===== config.mk =====
export PLATFORM = sky130hd
export DESIGN_NAME = i2c_master_byte_sequencer
export DESIGN_NICKNAME = d
export VERILOG_FILES = /design/src/i2cmbs_pkg.sv /design/src/i2c_master_byte_sequencer.sv
export SDC_FILE = /design/constraint.sdc
export NUM_CORES = 1
export LEC_CHECK = 0
export ABC_AREA = 0
export BUFFER_PORTS_ARGS = -buffer_cell sky130_fd_sc_hd__buf_4
export CORE_ASPECT_RATIO = 0.7
export CORE_MARGIN = 2
export CORE_UTILIZATION = 54
export CTS_CLUSTER_SIZE = 10
export DETAILED_ROUTE_END_ITERATION = 10
export GPL_TIMING_DRIVEN = 0
export PLACE_DENSITY = 0.81
export SYNTH_ARGS = -nofsm -noshare
export SYNTH_HDL_FRONTEND = slang
export SYNTH_SLANG_ARGS = --single-unit

===== constraint.sdc =====
create_clock -name i_clk -period 3.9 [get_ports i_clk]
set_input_delay 0.585 -clock i_clk [delete_from_list [all_inputs] [get_ports i_clk]]
set_output_delay 0.585 -clock i_clk [all_outputs]
set_load 0.02 [all_outputs]

===== src/i2cmbs_pkg.sv =====
package i2cmbs_pkg;

    typedef enum logic [1:0] {
        REQ_QUEUE       = 2'd0,
        REQ_START_WRITE = 2'd1,
        REQ_START_READ  = 2'd2,
        REQ_BUS_EVENT   = 2'd3
    } t_req_type;

    typedef enum logic [1:0] {
        MODE_IDLE  = 2'd0,
        MODE_WRITE = 2'd1,
        MODE_READ  = 2'd2
    } t_xfer_mode;

    typedef enum logic [2:0] {
        ST_NONE      = 3'd0,
        ST_SUCCESS   = 3'd1,
        ST_NACK_ADDR = 3'd2,
        ST_NACK_DATA = 3'd3,
        ST_REJECTED  = 3'd4
    } t_status;

endpackage


===== src/i2c_master_byte_sequencer.sv =====
// Path: a word accepted on the input passes the input register, then decision
// logic into the result register. Throughput: one word per cycle unless the
// output stalls, set by the single decision stage; the queue read is
// prefetched so a bus event never waits on the memory port.
// Reset: synchronous, active low; clears the transfer state, the queue
// pointers and both valid flags. Queue contents are undefined until written.
module i2c_master_byte_sequencer #(
    parameter int TX_DEPTH = 16,
    parameter int MAX_READ = 255
) (
    input  logic       i_clk,
    input  logic       i_rst_n,
    input  logic       i_in_valid,
    output logic       o_in_ready,
    input  logic [1:0] i_req_type,
    input  logic [7:0] i_data_byte,
    input  logic [6:0] i_target_address,
    input  logic [7:0] i_read_length,
    input  logic       i_stop_requested,
    input  logic       i_ack_received,
    output logic       o_out_valid,
    input  logic       i_out_ready,
    output logic [7:0] o_bus_byte,
    output logic       o_bus_byte_valid,
    output logic       o_gen_start,
    output logic       o_ack_to_send,
    output logic       o_gen_stop,
    output logic       o_release_bus,
    output logic [7:0] o_rx_byte,
    output logic       o_rx_valid,
    output logic       o_done_res,
    output logic [2:0] o_status,
    output logic [7:0] o_rx_count
);

    localparam int PTR_W = $clog2(TX_DEPTH);
    localparam int FILL_W = $clog2(TX_DEPTH + 1);
    localparam logic [PTR_W-1:0] PTR_LAST = PTR_W'(TX_DEPTH - 1);
    localparam logic [FILL_W-1:0] FILL_MAX = FILL_W'(TX_DEPTH);
    localparam logic [7:0] READ_CAP = (MAX_READ > 255) ? 8'd255 : 8'(MAX_READ);

    // Input register.
    logic       r_in_valid;
    logic [1:0] r_in_req_type;
    logic [7:0] r_in_data_byte;
    logic [6:0] r_in_target_address;
    logic [7:0] r_in_read_length;
    logic       r_in_stop_requested;
    logic       r_in_ack_received;

    // Transfer state.
    i2cmbs_pkg::t_xfer_mode r_mode, n_mode;
    logic              r_in_tx, n_in_tx;
    logic              r_start_phase, n_start_phase;
    logic              r_stop_at_end, n_stop_at_end;
    logic              r_last_ack, n_last_ack;
    logic [7:0]        r_remaining, n_remaining;
    logic [7:0]        r_requested, n_requested;
    logic [PTR_W-1:0]  r_head, n_head;
    logic [PTR_W-1:0]  r_tail, n_tail;
    logic [FILL_W-1:0] r_fill, n_fill;
    logic [FILL_W-1:0] r_fill_at_start, n_fill_at_start;

    logic [7:0] r_queue [TX_DEPTH];
    logic [7:0] r_head_data;

    // Result register.
    logic       r_out_valid;
    logic [7:0] r_bus_byte, n_bus_byte;
    logic       r_bus_byte_valid, n_bus_byte_valid;
    logic       r_gen_start, n_gen_start;
    logic       r_ack_to_send, n_ack_to_send;
    logic       r_gen_stop, n_gen_stop;
    logic       r_release_bus, n_release_bus;
    logic [7:0] r_rx_byte, n_rx_byte;
    logic       r_rx_valid, n_rx_valid;
    logic       r_done_res, n_done_res;
    i2cmbs_pkg::t_status r_status, n_status;
    logic [7:0] r_rx_count, n_rx_count;

    logic       w_fire;
    logic       w_start_ok;
    logic       w_reject;
    logic       w_queue_ok;
    logic       w_event;
    logic       w_nack;
    logic       w_eff_ack;
    logic       w_pop;
    logic       w_write_empty;
    logic       w_read_event;
    logic       w_read_data;
    logic       w_store;
    logic [7:0] w_rem_dec;
    logic       w_finish;
    logic [7:0] w_len;
    i2cmbs_pkg::t_req_type w_req;

    assign w_fire     = r_in_valid && (!r_out_valid || i_out_ready);
    assign o_in_ready = !r_in_valid || w_fire;

    always_comb begin
        w_req = i2cmbs_pkg::t_req_type'(r_in_req_type);
        w_len = (r_in_read_length > READ_CAP) ? READ_CAP : r_in_read_length;

        w_start_ok = (w_req == i2cmbs_pkg::REQ_START_WRITE
                      || w_req == i2cmbs_pkg::REQ_START_READ)
                     && r_mode == i2cmbs_pkg::MODE_IDLE
                     && !(w_req == i2cmbs_pkg::REQ_START_WRITE && r_in_target_address == 7'd0);
        w_reject = (w_req == i2cmbs_pkg::REQ_START_WRITE
                    || w_req == i2cmbs_pkg::REQ_START_READ) && !w_start_ok;
        w_queue_ok = w_req == i2cmbs_pkg::REQ_QUEUE
                     && r_mode != i2cmbs_pkg::MODE_WRITE && r_fill != FILL_MAX;

        w_event   = w_req == i2cmbs_pkg::REQ_BUS_EVENT && r_mode != i2cmbs_pkg::MODE_IDLE;
        w_nack    = w_event && r_in_tx && !r_in_ack_received;
        w_eff_ack = (w_event && r_in_tx) ? r_in_ack_received : r_last_ack;

        w_write_empty = w_event && !w_nack && r_mode == i2cmbs_pkg::MODE_WRITE
                        && r_fill == '0;
        w_pop         = w_event && !w_nack && r_mode == i2cmbs_pkg::MODE_WRITE
                        && r_fill != '0;
        w_read_event  = w_event && !w_nack && r_mode == i2cmbs_pkg::MODE_READ;
        w_read_data   = w_read_event && !r_start_phase;
        w_store       = w_read_data && r_remaining != 8'd0;
        w_rem_dec     = w_store ? (r_remaining - 8'd1) : r_remaining;
        w_finish      = w_nack || w_write_empty || (w_read_data && w_rem_dec == 8'd0);
    end

    always_comb begin
        n_mode = r_mode;
        if (w_fire) begin
            priority if (w_start_ok) begin
                n_mode = (w_req == i2cmbs_pkg::REQ_START_READ) ? i2cmbs_pkg::MODE_READ
                                                                : i2cmbs_pkg::MODE_WRITE;
            end else if (w_finish) begin
                n_mode = i2cmbs_pkg::MODE_IDLE;
            end else begin
                n_mode = r_mode;
            end
        end
    end

    always_comb begin
        n_in_tx         = r_in_tx;
        n_start_phase   = r_start_phase;
        n_stop_at_end   = r_stop_at_end;
        n_last_ack      = r_last_ack;
        n_remaining     = r_remaining;
        n_requested     = r_requested;
        n_head          = r_head;
        n_tail          = r_tail;
        n_fill          = r_fill;
        n_fill_at_start = r_fill_at_start;

        n_bus_byte       = 8'd0;
        n_bus_byte_valid = 1'b0;
        n_gen_start      = 1'b0;
        n_ack_to_send    = 1'b0;
        n_gen_stop       = 1'b0;
        n_release_bus    = 1'b0;
        n_rx_byte        = 8'd0;
        n_rx_valid       = 1'b0;
        n_done_res       = 1'b0;
        n_status         = i2cmbs_pkg::ST_NONE;

        if (w_queue_ok) begin
            n_tail = (r_tail == PTR_LAST) ? '0 : r_tail + 1'b1;
            n_fill = r_fill + 1'b1;
        end

        if (w_reject) begin
            n_status = i2cmbs_pkg::ST_REJECTED;
        end

        if (w_start_ok) begin
            n_bus_byte       = {r_in_target_address, w_req == i2cmbs_pkg::REQ_START_READ};
            n_bus_byte_valid = 1'b1;
            n_gen_start      = 1'b1;
            n_in_tx          = 1'b1;
            n_start_phase    = 1'b1;
            n_stop_at_end    = r_in_stop_requested;
            n_last_ack       = 1'b0;
            n_fill_at_start  = r_fill;
            if (w_req == i2cmbs_pkg::REQ_START_READ) begin
                n_remaining = w_len;
                n_requested = w_len;
            end else begin
                n_remaining = 8'd0;
                n_requested = 8'd0;
            end
        end

        if (w_event) begin
            n_start_phase = 1'b0;
            n_last_ack    = w_eff_ack;
        end

        if (w_pop) begin
            n_bus_byte       = r_head_data;
            n_bus_byte_valid = 1'b1;
            n_head           = (r_head == PTR_LAST) ? '0 : r_head + 1'b1;
            n_fill           = r_fill - 1'b1;
        end

        if (w_read_event) begin
            n_in_tx = 1'b0;
            if (r_start_phase) begin
                n_ack_to_send = r_remaining != 8'd0;
            end else begin
                n_ack_to_send = r_remaining > 8'd1;
            end
        end

        if (w_store) begin
            n_rx_byte   = r_in_data_byte;
            n_rx_valid  = 1'b1;
            n_remaining = w_rem_dec;
        end

        if (w_finish) begin
            n_gen_stop    = r_stop_at_end;
            n_release_bus = !r_stop_at_end;
            n_done_res    = 1'b1;
            n_in_tx       = 1'b0;
            n_start_phase = 1'b0;
            if (w_eff_ack) begin
                n_status = i2cmbs_pkg::ST_SUCCESS;
            end else if (r_mode == i2cmbs_pkg::MODE_WRITE && r_fill != r_fill_at_start) begin
                n_status = i2cmbs_pkg::ST_NACK_DATA;
            end else begin
                n_status = i2cmbs_pkg::ST_NACK_ADDR;
            end
        end

        if (!w_fire) begin
            n_in_tx         = r_in_tx;
            n_start_phase   = r_start_phase;
            n_stop_at_end   = r_stop_at_end;
            n_last_ack      = r_last_ack;
            n_remaining     = r_remaining;
            n_requested     = r_requested;
            n_head          = r_head;
            n_tail          = r_tail;
            n_fill          = r_fill;
            n_fill_at_start = r_fill_at_start;
        end

        n_rx_count = n_requested - n_remaining;
    end

    always_ff @(posedge i_clk) begin
        if (!i_rst_n) begin
            r_in_valid <= 1'b0;
        end else if (o_in_ready) begin
            r_in_valid <= i_in_valid;
        end
    end

    always_ff @(posedge i_clk) begin
        if (o_in_ready && i_in_valid) begin
            r_in_req_type       <= i_req_type;
            r_in_data_byte      <= i_data_byte;
            r_in_target_address <= i_target_address;
            r_in_read_length    <= i_read_length;
            r_in_stop_requested <= i_stop_requested;
            r_in_ack_received   <= i_ack_received;
        end
    end

    always_ff @(posedge i_clk) begin
        if (!i_rst_n) begin
            r_mode          <= i2cmbs_pkg::MODE_IDLE;
            r_in_tx         <= 1'b0;
            r_start_phase   <= 1'b0;
            r_stop_at_end   <= 1'b0;
            r_last_ack      <= 1'b0;
            r_remaining     <= 8'd0;
            r_requested     <= 8'd0;
            r_head          <= '0;
            r_tail          <= '0;
            r_fill          <= '0;
            r_fill_at_start <= '0;
        end else begin
            r_mode          <= n_mode;
            r_in_tx         <= n_in_tx;
            r_start_phase   <= n_start_phase;
            r_stop_at_end   <= n_stop_at_end;
            r_last_ack      <= n_last_ack;
            r_remaining     <= n_remaining;
            r_requested     <= n_requested;
            r_head          <= n_head;
            r_tail          <= n_tail;
            r_fill          <= n_fill;
            r_fill_at_start <= n_fill_at_start;
        end
    end

    // The byte at the next head position is read ahead, with a bypass for a
    // byte written to that position in the same cycle.
    always_ff @(posedge i_clk) begin
        if (w_fire && w_queue_ok) begin
            r_queue[r_tail] <= r_in_data_byte;
        end
        if (w_fire && w_queue_ok && r_tail == n_head) begin
            r_head_data <= r_in_data_byte;
        end else begin
            r_head_data <= r_queue[n_head];
        end
    end

    always_ff @(posedge i_clk) begin
        if (!i_rst_n) begin
            r_out_valid <= 1'b0;
        end else if (w_fire) begin
            r_out_valid <= 1'b1;
        end else if (i_out_ready) begin
            r_out_valid <= 1'b0;
        end
    end

    always_ff @(posedge i_clk) begin
        if (w_fire) begin
            r_bus_byte       <= n_bus_byte;
            r_bus_byte_valid <= n_bus_byte_valid;
            r_gen_start      <= n_gen_start;
            r_ack_to_send    <= n_ack_to_send;
            r_gen_stop       <= n_gen_stop;
            r_release_bus    <= n_release_bus;
            r_rx_byte        <= n_rx_byte;
            r_rx_valid       <= n_rx_valid;
            r_done_res       <= n_done_res;
            r_status         <= n_status;
            r_rx_count       <= n_rx_count;
        end
    end

    assign o_out_valid      = r_out_valid;
    assign o_bus_byte       = r_bus_byte;
    assign o_bus_byte_valid = r_bus_byte_valid;
    assign o_gen_start      = r_gen_start;
    assign o_ack_to_send    = r_ack_to_send;
    assign o_gen_stop       = r_gen_stop;
    assign o_release_bus    = r_release_bus;
    assign o_rx_byte        = r_rx_byte;
    assign o_rx_valid       = r_rx_valid;
    assign o_done_res       = r_done_res;
    assign o_status         = r_status;
    assign o_rx_count       = r_rx_count;

endmodule

==> qor.yml, run 1 <==
finalHoldViolations: 0
vias_per_cell: 6.12
worstMarginPinSlew_ps: 1220
min_period_over_period_pct: 94.9
fin_nets: 786
fmax_ghz: 0.270
avgSynthCellArea_um2: 15.4
rsz0062_at_grt: "no"
multi_input_area_mm2: 0.00303
ys_seq_elements: 235
async_reset_ff_share_pct: 0
comb_power_share_pct: 5.8
grt_first_pass_wirelength_mm: 32.9
yosysWarningCount: 0
fin_util_pct: 63.8
reg2reg_depth: 14
dr.pass1.iters: 5
wl_met2_mm: 9.61
required_ps: 4180
crit_type: "reg2reg"
die_w_um: 165
drc: 0
io_pins: 67
first_global_vias: 5675
slew_headroom_pct: 17.7
p_clk_share_pct: 42.1
internal_power_w: 0.00423
min_period_ps: 3700
dieArea_mm2: 0.0193
track_usage_pct: 23.3
critPathMaxFanout: 10
crit_arrival_ps: 3980
detailed_place_hpwl_mm: 15.3
syn_area_mm2: 0.00981
clock-sinks: 235
synth_ff_type: "edfxtp_1"
synthToLayoutAreaGrowth_pct: 16.4
cts_root_buf: "clkbuf_16"
met1_length_mm: 9.82
endpoint_kind: "register"
slew_violations: 0
p_per_area_mw_per_mm2: 474
rr_startpoint: "r_in_target_address[0]"
cts_tree: "done"
io_buffers: 66
finalWirelength_mm: 22.3
die_y_um: 117
antennaDiodeCount: 0
setup_ws_ps: 198
hold-path-cell-count: 1
swShare_pct: 21.9
overflow: 0
seqPwrFrac_pct: 52.1
finalPower_w: 0.00541
synth_nets: 691
highest_layer: "met4"
ir_drop_uv: 350
hold_buffers: 0
drt_iter0_markers: 734
startpoint: "r_in_target_address[0]"
grt_max_degree: 44
crit_end: "o_rx_count[6]"
fin_skew_ps: 11.0
fp-row-count: 41
seq_area_frac_synth_pct: 67.2
leakage_nw: 3.97
vias: 6054
reg2reg_to: "o_rx_count[6]"
clockBufferDepth: 3
synth_edf_count: 189
syn_inst: 637
ant_nets: 0
r2r_slack_ps: 200
critPathLaunchType: "register"
setup_viol: 0
ys_types: 66
drive_above_1_share_pct: 23.5
status: "completed"
insertion_delay_ps: 530
post_cts.repair.setup_buffers: 0
min_path_type: "in2reg"
wl_per_cell_um: 22.5
fillers: 1248
regArea_mm2: 0.00660
maxCapViolations: 0
p_sw_w: 0.00118
cts_buffers: 27
initial_core_util_pct: 54.8
wl_met3_mm: 2.18
gp_congestion: 0.921
antenna_found_initial: 1
path_clk_slew_ps: 60
dp_slack_ps: -18.0
htreeDepth: 1
core_area_mm2: 0.0179
power groups by stage:
stage | combinational [W] | clock (W) | sequential (W)
3_3_place_gp | 0.000296 | 0 | 0.00286
4_1_cts | 0.000306 | 0.00230 | 0.00282
6_report | 0.000314 | 0.00228 | 0.00282
5_1_grt | 0.000335 | 0.00240 | 0.00282
2_1_floorplan | 0.000164 | 0 | 0.00287
3_5_place_dp | 0.000304 | 0 | 0.00287
layout by cell type (no fill, tap or decap), types with 3 or more instances in the layout:
cell type  count
o21ai_1        4
a32oi_1        4
buf_1          7
nand2_1       47
mux2i_1        5
xor2_1         4
and3_1        11
a31oi_1        3
and2_1        14
nor3_2         5
a22o_1         8
edfxtp_1     189
o21ai_0       14
dfxtp_1       46
a21o_1         3
xnor2_1       12
buf_2          4
nor2_1        33
buf_4         69
o21a_1         5
ha_1          21
a21oi_1       34
nand3_1        8
nor3_1         9
clkbuf_16     28
clkbuf_1      28
o22ai_1        3
nand2b_1      11
inv_1         20
nor2b_1        8
or3_1          4
mux4_2        40
kinds of logic (layout without fill, tap and decap cells):
group                    count (synthesis)  count (layout)  synth area share (%)
XOR/XNOR                                16              16                  1.43
AND/OR/NAND/NOR                        172             172                  9.48
flip-flops                             235             235                  67.2
buffers and inverters                   47             163                  2.13
multiplexers                            47              47                  10.0
AO/OA/AOI/OAI                           97              97                  6.64
adder cells (fa/ha/maj)                 23              23                  3.09
layout make-up:
type / instances / share of cell area, %
sequential: 235 / 57.8
timing repair buffer: 66 / 4.34
inverter: 21 / 0.690
clock inverter: 1 / 0.0767
buffer: 26 / 1.21
tap: 236 / 2.59
clock buffer: 49 / 6.83
multi-input combinational: 355 / 26.5
sequential cells by signal, summed over array words and instances (netlist names), 2 cells and up, named ones only:
register / cells
r_tail: 4
o_status: 3
r_queue: 128
r_in_req_type: 2
r_fill_at_start: 5
o_rx_byte: 8
r_fill: 5
r_remaining: 8
r_in_read_length: 8
o_bus_byte: 8
r_in_target_address: 7
r_in_data_byte: 8
r_requested: 8
o_rx_count: 8
r_head: 4
r_mode: 2
what timing repair did:
action | in CTS | in global routing
endpoints found under the setup margin | 0 | 3
gates resized for setup | 0 | 8
endpoints found under the hold margin | 0 | 0
worst max-delay path: stages, from the launching register on:
cell,delay (ps)
edfxtp_1,410
nor4_1,620
a2111oi_2,180
clkbuf_4,230
buf_2,210
o21ai_0,210
nand2_1,90
and2_1,190
ha_1,330
nor2b_1,140
o21ai_0,230
nand2b_1,130
a21o_1,220
a21oi_1,170
xnor2_1,90
metrics by stage:
step / hold slack, ps / cell area (um2) / setup TNS [ps] / cells
after detailed placement: 463 / 10600 / -18.0 / 939
after CTS: 212 / 11400 / 0 / 989
final: 226 / 11400 / 0 / 989
after global placement: 454 / 10600 / -2460 / 939
after global routing: 210 / 11400 / 0 / 989
after floorplan: 444 / 9810 / 0 / 637
how the worst min path moves through the flow:
stage,from,end
floorplan,r_requested[2],r_requested[2]
CTS,i_read_length[3],r_in_read_length[3]
global route,i_read_length[3],r_in_read_length[3]
global placement,r_fill_at_start[4],r_fill_at_start[4]
finish,i_read_length[3],r_in_read_length[3]
detailed placement,r_fill_at_start[4],r_fill_at_start[4]
synth_stat cells (3+ instances only):
cell type,count,area share [%]
edfxtp_1,189,58
nand2b_1,11,0.70
inv_1,20,0.77
mux2i_1,5,0.51
o21ai_1,4,0.20
a21o_1,3,0.23
nand2_1,47,1.8
nor3_1,11,0.56
mux4_2,40,9.2
xor2_1,4,0.36
nor2b_1,8,0.51
buf_1,7,0.27
a31oi_1,3,0.19
dfxtp_1,46,9.4
o21a_1,5,0.38
nor2_1,33,1.3
xnor2_1,12,1.1
o21ai_0,14,0.71
a32oi_1,4,0.36
clkbuf_1,9,0.34
a21oi_1,35,1.8
a22o_1,8,0.71
and2_1,15,0.96
ha_1,21,2.7
and3_1,11,0.70
or3_1,4,0.26
buf_4,3,0.23
nor3_2,3,0.31
buf_2,5,0.26
nand3_1,8,0.41
o22ai_1,3,0.19
per-layer routing:
metal / global-route usage (%) / up-vias
li1: - / 2629
met1: 35.9 / 3053
met2: 33.4 / 311
met3: 5.14 / 61
met4: 7.65 / 0
met5: 0 / -
Power figures use the tool's default switching activity.
==> run 2: changes to the inputs <==
--- a/config.mk
+++ b/config.mk
@@ -12,3 +12,2 @@
 export CORE_UTILIZATION = 54
-export CTS_CLUSTER_SIZE = 10
 export DETAILED_ROUTE_END_ITERATION = 10
--- a/constraint.sdc
+++ b/constraint.sdc
@@ -3,2 +3,2 @@
 set_output_delay 0.585 -clock i_clk [all_outputs]
-set_load 0.02 [all_outputs]
+set_load 0.005 [all_outputs]
==> run 2 against run 1 <==
Against the previous run:
- final area is 0.43% lower
- via count is 1.7% lower
- final cell count is 1.1% lower
- worst hold slack better by 30 ps
- power is 1.6% lower
- global-route usage is 0.43 points lower
- register-to-register slack worse by 30 ps
- wire length is 1.8% lower
- critical endpoint unchanged
- largest cell class unchanged
==> qor.yml, run 2 (synthesis gave the netlist of run 1 again) <==
status: "completed"  # unchanged
whs_endpoint: "r_in_data_byte[4]"  # was r_in_read_length[3]
vias_per_cell: 6.09  # was 6.12
multi_input_area_mm2: 0.00303  # unchanged
cts_buffers: 22  # was 27
regMostFlops: "r_queue"  # unchanged
track_usage_pct: 22.9  # was 23.3%
cts_tree: "done"  # unchanged
finalHoldViolations: 0  # unchanged
maxCapViolations: 0  # unchanged
r2r_slack_ps: 170  # was 200 ps
fin_skew_ps: 13.9  # was 11.0 ps
min_from: "i_data_byte[4]"  # was i_read_length[3]
hold-path-cell-count: 1  # unchanged
finalSetupTns_ps: 0  # unchanged
grt_max_degree: 44  # unchanged
setup_viol: 0  # unchanged
largest_register_ffs: 128  # unchanged
dieArea_mm2: 0.0193  # unchanged
io_buffers: 66  # unchanged
p_per_area_mw_per_mm2: 468  # was 474 mW/mm2
insertion_delay_ps: 500  # was 530 ps
finalWirelength_mm: 21.9  # was 22.3 mm
crit_slowest_cell: "a2111oi_2"  # was nor4_1
antenna_found_initial: 1  # unchanged
die_w_um: 165  # unchanged
leakage_nw: 3.96  # was 3.97 nW
slew_headroom_pct: 15.3  # was 17.7%
vias: 5954  # was 6,054
rr_startpoint: "r_in_req_type[1]"  # was r_in_target_address[0]
required_ps: 4150  # was 4180 ps
drive_above_1_share_pct: 24.0  # was 23.5%
first_global_vias: 5631  # was 5,675
cp_top_family: "compound AO/OA/AOI/OAI gates"  # was simple AND/OR/NAND/NOR gates
initial_core_util_pct: 54.8  # unchanged
fillers: 1241  # was 1,248
crit_arrival_ps: 3970  # was 3980 ps
dp.cells: 939  # unchanged
clock-sinks: 235  # unchanged
cpMostUsedCell: "nand2_1"  # was o21ai_0
drt_iter0_markers: 718  # was 734
reg2reg_to: "o_rx_count[6]"  # unchanged
die_y_um: 117  # unchanged
antennaDiodeCount: 0  # unchanged
critPathMaxFanout: 10  # unchanged
fin_nets: 781  # was 786
overflow: 0  # unchanged
wl_per_cell_um: 22.4  # was 22.5 um
cpPeakStageDelay_ps: 440  # was 620 ps
detailed_place_hpwl_mm: 15.3  # unchanged
cts_root_buf: "clkbuf_16"  # unchanged
worstMarginPinSlew_ps: 1260  # was 1220 ps
synthToLayoutAreaGrowth_pct: 15.9  # was 16.4%
crit_chain: "inv_1 -> ha_1 -> nor4b_1 -> a2111oi_2 -> buf_2 -> nand2_1 -> clkbuf_1 -> nand2_1 -> nand2_1 -> ha_1 -> nor2b_1 -> o21ai_0 -> nand2b_1 -> a21o_1 -> a21oi_1 -> xnor2_1"  # was nor4_1 -> a2111oi_2 -> clkbuf_4 -> buf_2 -> o21ai_0 -> nand2_1 -> and2_1 -> ha_1 -> nor2b_1 -> o21ai_0 -> nand2b_1 -> a21o_1 -> a21oi_1 -> xnor2_1
hold_buffers: 0  # unchanged
final_cells: 978  # was 989
final_common_cell: "edfxtp_1"  # unchanged
endpoint_kind: "register"  # unchanged
min_period_over_period_pct: 95.6  # was 94.9%
slew_violations: 0  # unchanged
drc: 0  # unchanged
path_buf_inv: 3  # was 2
fmax_ghz: 0.268  # was 0.270 GHz
reg2reg_depth: 16  # was 14
clockBufferDepth: 3  # unchanged
regArea_mm2: 0.00660  # unchanged
min_period_ps: 3730  # was 3700 ps
final_cell_mix: "189 x edfxtp_1, 69 x buf_4, 47 x nand2_1"  # unchanged
dr.pass1.iters: 6  # was 5
htreeDepth: 1  # unchanged
grt_first_pass_wirelength_mm: 32.4  # was 32.9 mm
gp_congestion: 0.921  # unchanged
min_path_type: "in2reg"  # unchanged
crit_type: "reg2reg"  # unchanged
ir_drop_uv: 333  # was 350 uV
core_area_mm2: 0.0179  # unchanged
path_clk_slew_ps: 60  # about the same
fp-row-count: 41  # unchanged
ant_nets: 0  # unchanged
critPathLaunchType: "register"  # unchanged
io_pins: 67  # unchanged
==> run 2: changes by cell type in the layout (fill, tap and decap cells not counted) <==
| cell | delta |
|---|---|
| clkbuf_1 | -17 |
| clkbuf_16 | -5 |
| clkinv_1 | +5 |
| bufinv_16 | +4 |
| clkinv_2 | +4 |
| buf_2 | +2 |
| clkbuf_4 | -2 |
| clkbuf_2 | -1 |
| inv_6 | -1 |
==> run 2: worst max-delay path by stage <==
stage	from	to	slack, ps	cells past startpoint
global route	r_in_req_type[1]	o_rx_count[6]	-20	16
global placement	i_out_ready	o_rx_count[6]	-700	15
detailed placement	i_out_ready	o_rx_count[6]	-20	15
floorplan	i_out_ready	o_rx_count[6]	90	14
finish	r_in_req_type[1]	o_rx_count[6]	170	16
CTS	r_in_req_type[0]	o_rx_count[5]	140	14
==> run 2: layout make-up <==
| class | count | area share [%] |
|---|---|---|
| Timing Repair Buffer | 66 | 4.36 |
| Buffer | 26 | 1.16 |
| Inverter | 21 | 0.693 |
| Multi-Input combinational cell | 355 | 26.6 |
| Sequential cell | 235 | 58.0 |
| Clock inverter | 13 | 1.40 |
| Tap cell | 236 | 2.60 |
| Clock buffer | 26 | 5.16 |
==> run 2: routing by layer <==
layer  vias to the layer above  track usage [%]  wire length (um)
li1                       2615                -                 -
met4                         0             6.14               464
met5                         -                0                 0
met3                        40             6.45              2520
met2                       334             33.0              9420
met1                      2965             34.7              9450
==> run 2: where the power goes <==
part	internal (W)	total (W)	switching [W]
Sequential	0.00277	0.00282	0.0000503
Clock	0.00134	0.00222	0.000884
Combinational	0.000122	0.000288	0.000167
==> run 2: repair_timing <==
action | 4_1_cts | 5_1_grt
gates resized for setup | 0 | 4
setup endpoints to repair | 0 | 3
setup buffers | 0 | 0
==> run 2: worst reg2reg max path: stages (launching register included) <==
cell,delay [ps]
edfxtp_1,380
inv_1,80
ha_1,200
nor4b_1,160
a2111oi_2,440
buf_2,280
nand2_1,90
clkbuf_1,290
nand2_1,200
nand2_1,90
ha_1,320
nor2b_1,140
o21ai_0,210
nand2b_1,120
a21o_1,210
a21oi_1,170
xnor2_1,90
==> run 2: metrics by stage <==
step | instance area (um2) | hold WS, ps | setup WS [ps] | util, % | total power [W]
2_1_floorplan | 9810 | 444 | 85.6 | - | 0.00301
3_3_place_gp | 10600 | 454 | -697 | 59.2 | 0.00314
3_5_place_dp | 10600 | 463 | -18.0 | 59.2 | 0.00315
4_1_cts | 11300 | 239 | 141 | 63.4 | 0.00534
5_1_grt | 11400 | 236 | -22.8 | 63.5 | 0.00547
6_report | 11400 | 256 | 172 | 63.5 | 0.00532
